**config.mk**
```make
export PLATFORM = sky130hd
export DESIGN_NAME = pip_ctrl
export DESIGN_NICKNAME = d
export VERILOG_FILES = /design/src/sv/pip_pkg.sv /design/src/sv/pip_ctrl.sv
export SDC_FILE = /design/constraint.sdc
export NUM_CORES = 1
export LEC_CHECK = 0
export BUFFER_PORTS_ARGS = -buffer_cell sky130_fd_sc_hd__buf_4
export CORE_AREA = 2 2 39 41
export DETAILED_ROUTE_END_ITERATION = 8
export DIE_AREA = 0 0 41 43
export MAX_ROUTING_LAYER = met4
export PLACE_DENSITY_LB_ADDON = 0.12
export SLEW_MARGIN = 20
export SYNTH_ARGS = -nofsm -noshare
export SYNTH_HDL_FRONTEND = slang
export SYNTH_SLANG_ARGS = --single-unit
```
**constraint.sdc**
```tcl
create_clock -name clk -period 1.6 [get_ports clk]
set_input_delay 0.4 -clock clk [delete_from_list [all_inputs] [get_ports clk]]
set_output_delay 0.4 -clock clk [all_outputs]
set_load 0.05 [all_outputs]
```
**src/sv/pip_pkg.sv**
```systemverilog
// Shared types and constants for the point-in-polygon crossing test core.
`default_nettype none

package pip_pkg;

	localparam int MAX_VERTICES_DEF = 1024;
	localparam int COORD_W = 32;
	localparam int CROSS_W = 11;

	localparam logic [1:0] OP_CLEAR  = 2'd0;
	localparam logic [1:0] OP_APPEND = 2'd1;
	localparam logic [1:0] OP_TEST   = 2'd2;

	localparam logic [1:0] REL_OUTSIDE   = 2'd0;
	localparam logic [1:0] REL_INSIDE    = 2'd1;
	localparam logic [1:0] REL_ON_VERTEX = 2'd2;
	localparam logic [1:0] REL_TOO_FEW   = 2'd3;

	typedef enum logic [1:0] {
		ST_IDLE,
		ST_READ,
		ST_FLUSH,
		ST_RESULT
	} state_t;

	typedef struct packed {
		logic clear;
		logic append;
		logic query;
		logic rd_req;
	} cmd_t;

	typedef struct packed {
		logic too_few;
		logic rd_last;
		logic pipe_idle;
	} stat_t;

endpackage

`default_nettype wire

```
**src/sv/pip_ctrl.sv**
```systemverilog
// Controller state machine: sequences clear, append and ring scan.
`default_nettype none

module pip_ctrl (
	input  wire logic         clk,
	input  wire logic         arst_n,
	input  wire logic         start,
	input  wire logic [1:0]   operation,
	input  wire pip_pkg::stat_t stat,
	output pip_pkg::cmd_t     cmd,
	output logic              busy,
	output logic              done
);

	pip_pkg::state_t state_q, state_nxt;
	logic            accept;

	assign accept = start && (state_q == pip_pkg::ST_IDLE);

	always_ff @(posedge clk or negedge arst_n) begin
		if (!arst_n) begin
			state_q <= pip_pkg::ST_IDLE;
		end else begin
			state_q <= state_nxt;
		end
	end

	always_comb begin
		state_nxt = state_q;
		case (state_q)
			pip_pkg::ST_IDLE: begin
				if (accept && operation == pip_pkg::OP_TEST) begin
					state_nxt = stat.too_few ? pip_pkg::ST_RESULT : pip_pkg::ST_READ;
				end
			end
			pip_pkg::ST_READ: begin
				if (stat.rd_last) begin
					state_nxt = pip_pkg::ST_FLUSH;
				end
			end
			pip_pkg::ST_FLUSH: begin
				if (stat.pipe_idle) begin
					state_nxt = pip_pkg::ST_RESULT;
				end
			end
			pip_pkg::ST_RESULT: begin
				state_nxt = pip_pkg::ST_IDLE;
			end
			default: begin
				state_nxt = pip_pkg::ST_IDLE;
			end
		endcase
	end

	always_comb begin
		cmd  = '0;
		busy = 1'b1;
		done = 1'b0;
		case (state_q)
			pip_pkg::ST_IDLE: begin
				busy       = 1'b0;
				cmd.clear  = accept && (operation == pip_pkg::OP_CLEAR);
				cmd.append = accept && (operation == pip_pkg::OP_APPEND);
				cmd.query  = accept && (operation == pip_pkg::OP_TEST);
			end
			pip_pkg::ST_READ: begin
				cmd.rd_req = 1'b1;
			end
			pip_pkg::ST_FLUSH: begin
				cmd.rd_req = 1'b0;
			end
			pip_pkg::ST_RESULT: begin
				done = 1'b1;
			end
			default: begin
				busy = 1'b1;
			end
		endcase
	end

endmodule

`default_nettype wire

```
# [Word level (Yosys, flattened, before mapping)]
# Index checks and enable logic that the tools add are counted.
[op_classes] eq_ne=8 muxes=9 n_reduce_logical=7
[ops] cell="$mux 2" n=4
[ops] cell="$pmux 2 s4" n=1
[ops] cell="$eq 2x2->1 const B" n=3
[ops] cell="$eq 2x1->1 const B" n=2
[ops] cell="$logic_and 1x1->1" n=4
[ops] cell="$logic_not 2->1" n=2
[ops] cell="$ne 2x2->1 const B" n=2
[ops] cell="$mux 1" n=3
[ops] cell="$mux 3" n=1
[ops] cell="$reduce_and 3->1" n=1
[ops] cell="$ne 2x1->1 const B" n=1
[word_totals] regBits=2 in_bits=8 out_inout_bits=6

# [Longest topological paths before layout]
# Gate-level depths: netlist (run 1).
[depth] depth_word=5 depth_mapped=5 depth_no_buf=5

# [Worst setup path after synthesis (run 1)]
# No wires, ideal clock.
[synth_path] kind="register -> output" start="reg state_q[0]" end="out cmd[1] in the netlist's numbering" t_arrival_ps=1992 t_required_ps=1200 slack_ps=-792 path_stages_with_launch=5 path_buffers=0 path_cell_list="dfrtp_1 inv_1 ha_1 nand2_1 nor3b_1"
[synth_lines] item="start, declared" line_no="pip_ctrl.sv:15" source="pip_pkg::state_t state_q, state_nxt;"
[synth_lines] item="start signal, assigned" line_no="pip_ctrl.sv:22" source="state_q <= pip_pkg::ST_IDLE;"
[synth_lines] item="start signal, assigned" line_no="pip_ctrl.sv:24" source="state_q <= state_nxt;"
[synth_lines] item="end, declared" line_no="pip_ctrl.sv:10" source="output pip_pkg::cmd_t cmd,"

==> run metrics, run 1 <==
Worst Path Required=1200 ps; Die Y=43 um; initial antenna violation count=0; DRC=0; Rows=14; syn_nets=32; reg-to-reg setup timing slack=180 ps; final setup margin=-54.54 ps; DRT Pass-1 Iters=2; largest net degree at the start of global routing=5; final antenna-violating net count=0; failing checks=setup timing; period utilization=1.034; die area=1763 um^2; Final setup viols=2; CTS H-tree lvls=1; Num CTS Buffers=3; clk buf depth=2; clk sinks=2; Slew headroom=0.8312; gr ovfl total=0; gpl congestion=0.6505; Total Routing Usage GR=0.08247; Ports=14; CP startpoint kind=register; RSZ-0062 raised after global routing=true; maximum VDD drop=0.8016 mV; Netlist cell types=11; Reg with most FFs=state_q; critical path class=reg -> out; PortBufs=13; Non-Filler Instances=58; starting density of the core=0.1438; placed insts=50; Synth Cell Area=198.9 um^2; critical path arrival=1250 ps; status=finished with violations; Max Clock Freq=604.4 MHz; Clock Latency Late Sink=220 ps; largest registers=state_q: 2 flops; cell at the root of the clock tree=clkbuf_4; Setup TNS=-105.8 ps; vias per cell=3.983; CTS tree=yes; vias=231; P&R area growth vs syn=130.8%; clk slew on worst S/H paths=30 ps; register area=50.05 um^2; multi-input logic area=187.7 um^2; Max Cap Viol=0; Syn Area/Cell=9.947 um^2; Crit Path Max Fanout=3; Largest register FFs=2; Pleak=0.2297 nW; layout cells sized above 1=0.7381; Worst Max-Slew Pin Slew=253.2 ps; pwr/cell area=1957 nW/um^2; Diodes inserted=0; Critical Path Sink Type=output port; worst slack, placed=58.30 ps; 1st-iter DRT viols=2; Worst Hold Class=in -> reg; Hold Vio Cnt, Final=0; Clock Skew=0.8173 ps; Final nets=56; fill count=146; Gate Count Post-Synth=20; core area=1384 um^2; Core Util, Final=0.3318; final max-slew violation count=0; Die X=41 um; register bit count reported by yosys=2; sequential area share after synthesis=0.2516; minimum clock period=1655 ps; routed length per instance=9.638 um; hold_ws=492.8 ps; vias in the first global route=248; first-pass GRT wire length=945 um; final wirelength=559 um; YS warnings=0
==> final timing paths <==
kind,start,end,cells past startpoint
max reg2reg,state_q[0]$_DFFE_PN0P_,state_q[1]$_DFFE_PN0P_,5
max in group asynchronous,arst_n,state_q[0]$_DFFE_PN0P_,2
min,stat[2],state_q[1]$_DFFE_PN0P_,3
max,state_q[0]$_DFFE_PN0P_,cmd[1],5
min in group asynchronous,arst_n,state_q[1]$_DFFE_PN0P_,2
min reg2reg,state_q[0]$_DFFE_PN0P_,state_q[0]$_DFFE_PN0P_,2
==> metrics by stage <==
stage | cell area [um^2] | total power [mW]
3_3_place_gp | 377.9 | 0.6882
3_5_place_dp | 377.9 | 0.6959
6_report | 459.2 | 0.8987
4_1_cts | 451.7 | 0.8908
5_1_grt | 459.2 | 0.9713
2_1_floorplan | 252.7 | 0.5423
==> placed cells by master, fill, tap and decap left out, drive strengths merged <==
| cell | count |
|---|---|
| a221oi | 1 |
| dlygate4sd3 | 1 |
| clkbuf | 3 |
| o32a | 1 |
| nor2b | 1 |
| nand2 | 1 |
| inv | 4 |
| nand3b | 1 |
| ha | 4 |
| mux2i | 2 |
| nor3 | 1 |
| dfrtp | 2 |
| nor3b | 2 |
| buf | 18 |
==> cell families (layout without fill, tap and decap cells) <==
kind of cell	Yosys count	count (layout)	synth area share
and+or+nand+nor	6	6	0.1886
buffers and inverters	4	26	0.07545
AOI/OAI and AO/OA	2	2	0.1320
muxes	2	2	0.1006
adders and majority gates	4	4	0.2516
DFF	2	2	0.2516
==> Yosys cell counts <==
master / number / area, um^2
dfrtp_1: 2 / 50.05
ha_1: 4 / 50.05
a221oi_2: 1 / 15.01
nand2_1: 1 / 3.750
o32a_2: 1 / 11.26
mux2i_1: 2 / 20.02
nor2b_1: 1 / 6.260
inv_1: 4 / 15.01
nor3b_1: 2 / 15.01
nor3_1: 1 / 5.000
nand3b_1: 1 / 7.510
==> layer usage <==
metal,vias to the layer above,track usage,part of all wire
met5,-,-,0
met4,0,0.08000,0
met3,0,0,0.088
met2,9,0.1219,0.54
met1,107,0.09385,0.37
li1,115,-,-
==> timing repair <==
item / in CTS / in global routing
pin swaps: 1 / 0
buffers inserted: 4 / 0
resized for setup: 3 / 3
setup endpoints to repair: 3 / 5
endpoints found under the hold margin: 2 / 0
hold buffers: 1 / 0
==> cell type report <==
cell class                      count  share of cell area
Clock buffer                        3             0.04905
Inverter                            4             0.03270
Multi-Input combinational cell     14              0.4087
Sequential cell                     2              0.1090
Tap cell                           16             0.04360
Timing Repair Buffer               19              0.3569
==> worst max-delay path, stage by stage (launching register included) <==
cell and delay (ps):
dfrtp_1 370, inv_2 80, ha_4 150, nand2_4 70, nor3b_4 180, buf_6 180
==> where the power goes <==
| part | switching (mW) | internal (mW) | total [mW] |
|---|---|---|---|
| logic | 0.371 | 0.320 | 0.691 |
| registers | 0.0165 | 0.0799 | 0.0965 |
| clock network | 0.0285 | 0.0827 | 0.111 |
Note: power is estimated with default switching activity, not from simulation.
==> inputs of run 2 (changes only) <==
SKIP_CTS_REPAIR_TIMING = 1   (was default)
==> run metrics, run 2 (synthesis results as in run 1) <==
clk sinks=2; reg-to-reg setup timing slack=170 ps; P&R area growth vs syn=127.0%; Critical Path Sink Type=output port; CP startpoint kind=register; slowest CP cell=dfrtp_1; first-pass GRT wire length=876 um; worst slack, placed=58.30 ps; Non-Filler Instances=57; Max Cap Viol=0; Hold Vio Cnt, Final=0; Pleak=0.2251 nW; 1st-iter DRT viols=3; Final nets=55; Die X=41 um; largest registers=state_q: 2 flops; cell at the root of the clock tree=clkbuf_4; final setup margin=-72.83 ps; Die Y=43 um; gpl congestion=0.6505; vias in the first global route=226; most common cell after layout, fill and taps aside=buf_4; routed length per instance=9.474 um; final antenna-violating net count=0; clk buf depth=2; worst path cell trace=inv_2 -> ha_4 -> nand2_4 -> nor3b_4 -> buf_6; Reg with most FFs=state_q; final wirelength=540 um; layout cells sized above 1=0.7317; multi-input logic area=187.7 um^2; vias=228; clk slew on worst S/H paths=30 ps; most frequent cells in the layout=buf_4, buf_6, inv_2, ha_1, clkbuf_4; Worst Max-Slew Pin Slew=252.1 ps; Clock Latency Late Sink=220 ps; CTS tree=yes; register area=50.05 um^2; total power after layout=879.6 uW; Worst Path Required=1200 ps; Worst Hold Class=in -> async; placed insts=50; failing checks=setup timing; maximum VDD drop=0.7241 mV; period utilization=1.046; starting density of the core=0.1438; vias per cell=4.000; Ports=14; Max Clock Freq=597.8 MHz; max incr delay on CP=370 ps; Final setup viols=3; met1 wire length=201 um; Total Routing Usage GR=0.07732; critical path arrival=1270 ps; initial antenna violation count=0; fill count=152; critical path class=reg -> out; Crit Path Max Fanout=3; RSZ-0062 raised after global routing=true; max layer used=met3; DRC=0; WL met3=49 um; CTS H-tree lvls=1; Rows=14; status=finished with violations; Num CTS Buffers=3; PortBufs=13; DRT Pass-1 Iters=2; Slew headroom=0.8319; Diodes inserted=0; gr ovfl total=0; final max-slew violation count=0; Largest register FFs=2; pwr/cell area=1947 nW/um^2; Clock Skew=0.4060 ps; metal2 WL=290 um; die area=1763 um^2; minimum clock period=1673 ps; core area=1384 um^2; largest net degree at the start of global routing=6
run 2: changes by cell type in the layout (fill, tap and decap cells not counted):
cell,change
buf_4,-1
run 2: routing by layer:
layer  vias up  global-route usage
li1        112                   -
met4         0             0.08000
met2         9              0.1094
met5         -                   -
met1       107             0.09061
met3         0                   0
run 2: worst paths after layout:
kind                                         from                      to  cells past startpoint
hold reg to reg            state_q[1]$_DFFE_PN0P_  state_q[1]$_DFFE_PN0P_                      2
setup reg to reg           state_q[0]$_DFFE_PN0P_  state_q[1]$_DFFE_PN0P_                      5
hold / removal                             arst_n  state_q[0]$_DFFE_PN0P_                      2
min in group clk                          stat[2]  state_q[1]$_DFFE_PN0P_                      3
max in group asynchronous                  arst_n  state_q[1]$_DFFE_PN0P_                      2
setup / recovery           state_q[0]$_DFFE_PN0P_                  cmd[1]                      5
run 2: final cells by class:
cell class              count  share of cell area
inverters                   4             0.03324
repair buffers             18              0.3463
well taps                  16             0.04432
flip-flops and latches      2              0.1108
clock buffers               3             0.04986
multi-input cells          14              0.4155
run 2: where the power goes:
group          switching [mW]  internal (mW)
Combinational           0.365          0.308
Sequential             0.0159         0.0799
Clock                  0.0277         0.0826
Total                   0.409          0.471
run 2: worst max-delay path: cells and delay by family (launching register included):
kind	cells	cell delay (ps)
flops	1	370
simple gates	2	260
fa+ha+maj	1	160
buf+inv	2	260
run 2: per-stage QoR:
step	utilization	cell area [um^2]	setup TNS, ps	hold WS, ps
finish	0.3264	451.7	-152.4	493.1
global route	0.3264	451.7	-366.4	497.2
global placement	0.2731	377.9	0	183.0
detailed placement	0.2731	377.9	0	182.9
CTS	0.2893	400.4	-498.4	-60.57
floorplan	-	252.7	-21.60	104.4
==> inputs of run 3 (changes only) <==
clock period = 1.8 ns   (was 1.6 ns; I/O delays follow)
==> run metrics, run 3 (synthesis results as in run 1) <==
status=finished clean; CTS H-tree lvls=1; Pleak=0.2128 nW; die area=1763 um^2; Crit Path Max Fanout=3; cell at the root of the clock tree=clkbuf_4; PortBufs=13; initial antenna violation count=0; critical path class=reg -> out; most frequent cells in the layout=buf_4, ha_1, clkbuf_4; vias=212; Final setup viols=0; vias in the first global route=205; Max Clock Freq=575.0 MHz; layout cells sized above 1=0.6923; first-pass GRT wire length=862 um; DRC=0; final max-slew violation count=0; DRT Pass-1 Iters=1; Hold Vio Cnt, Final=0; Slew headroom=0.8342; gr ovfl total=0; Rows=14; Critical Path Sink Type=output port; Worst Max-Slew Pin Slew=248.8 ps; clk slew on worst S/H paths=30 ps; CTS tree=yes; maximum VDD drop=0.6071 mV; Worst Hold Class=in -> async; final wirelength=550 um; clk sinks=2; critical path arrival=1290 ps; Non-Filler Instances=55; Clock Latency Late Sink=220 ps; slowest CP cell=dfrtp_1; placed insts=50; Post-DP HPWL=433.5 um; starting density of the core=0.1438; Diodes inserted=0; period utilization=0.9663; core area=1384 um^2; largest registers=state_q: 2 flops; 1st-iter DRT viols=0; largest net degree at the start of global routing=5; vias per cell=3.855; Largest register FFs=2; CP startpoint kind=register; Final nets=53; pwr/cell area=1692 nW/um^2; final antenna-violating net count=0; Clock Skew=2.441 ps; Worst Path Required=1350 ps; minimum clock period=1739 ps; Die Y=43 um; worst path cell trace=inv_2 -> ha_4 -> nand2_4 -> nor3b_4 -> buf_6; max incr delay on CP=390 ps; Max Cap Viol=0; Ports=14; Num CTS Buffers=3; routed length per instance=10.00 um; RSZ-0062 raised after global routing=true; Total Routing Usage GR=0.07526; Die X=41 um; P&R area growth vs syn=113.8%; total power after layout=719.9 uW; Reg with most FFs=state_q; clk buf depth=2; gpl congestion=0.6623; most common cell after layout, fill and taps aside=buf_4
==> run 3: area by class of cell <==
| cell class | instances | area, um^2 |
|---|---|---|
| Multi-Input combinational cell | 14 | 187.7 |
| Timing Repair Buffer | 16 | 130.1 |
| Sequential cell | 2 | 50.05 |
| Tap cell | 16 | 20.02 |
| Clock buffer | 3 | 22.52 |
| Fill cell | 154 | 958.4 |
| Inverter | 4 | 15.01 |
==> run 3: power by group <==
part,internal [mW],switching [mW],total [mW]
Sequential,0.0711,0.0180,0.0891
Combinational,0.223,0.309,0.532
Clock,0.0736,0.0256,0.0992
==> run 3: layer usage <==
metal,wire length [um],GRT usage
met1,216,0.08738
met3,28,0.01571
met2,305,0.1063
met4,0,0.06000
met5,0,-
==> run 3: critical path: cells and delay by family (launching register included) <==
| family | cells | cell delay, ps |
|---|---|---|
| DFF | 1 | 390 |
| buffers and inverters | 2 | 280 |
| and+or+nand+nor | 2 | 250 |
| adders and majority gates | 1 | 150 |
==> run 3: path summary, 6_finish.rpt <==
kind / from / depth (start not counted) / endpoint / slack (ps)
min reg2reg: state_q[1]$_DFFE_PN0P_ / 2 / state_q[1]$_DFFE_PN0P_ / 620
max in group asynchronous: arst_n / 2 / state_q[1]$_DFFE_PN0P_ / 1180
min: arst_n / 2 / state_q[0]$_DFFE_PN0P_ / 540
max reg2reg: state_q[0]$_DFFE_PN0P_ / 5 / state_q[1]$_DFFE_PN0P_ / 400
min in group clk: stat[2] / 3 / state_q[1]$_DFFE_PN0P_ / 560
max: state_q[1]$_DFFE_PN0P_ / 5 / cmd[2] / 60
==> run 3: metrics by stage <==
step / TNS [ps] / hold WS [ps] / cell area [um^2] / setup WS (ps) / utilization
after global placement: 0 / 232.0 / 362.8 / 164.6 / 0.2622
after global routing: -77.94 / 547.3 / 425.4 / -39.34 / 0.3074
after detailed placement: 0 / 233.2 / 362.8 / 154.6 / 0.2622
after CTS: -223.3 / -9.453 / 385.4 / -92.88 / 0.2785
final: 0 / 536.3 / 425.4 / 60.72 / 0.3074
after floorplan: 0 / 154.4 / 237.7 / 33.22 / -
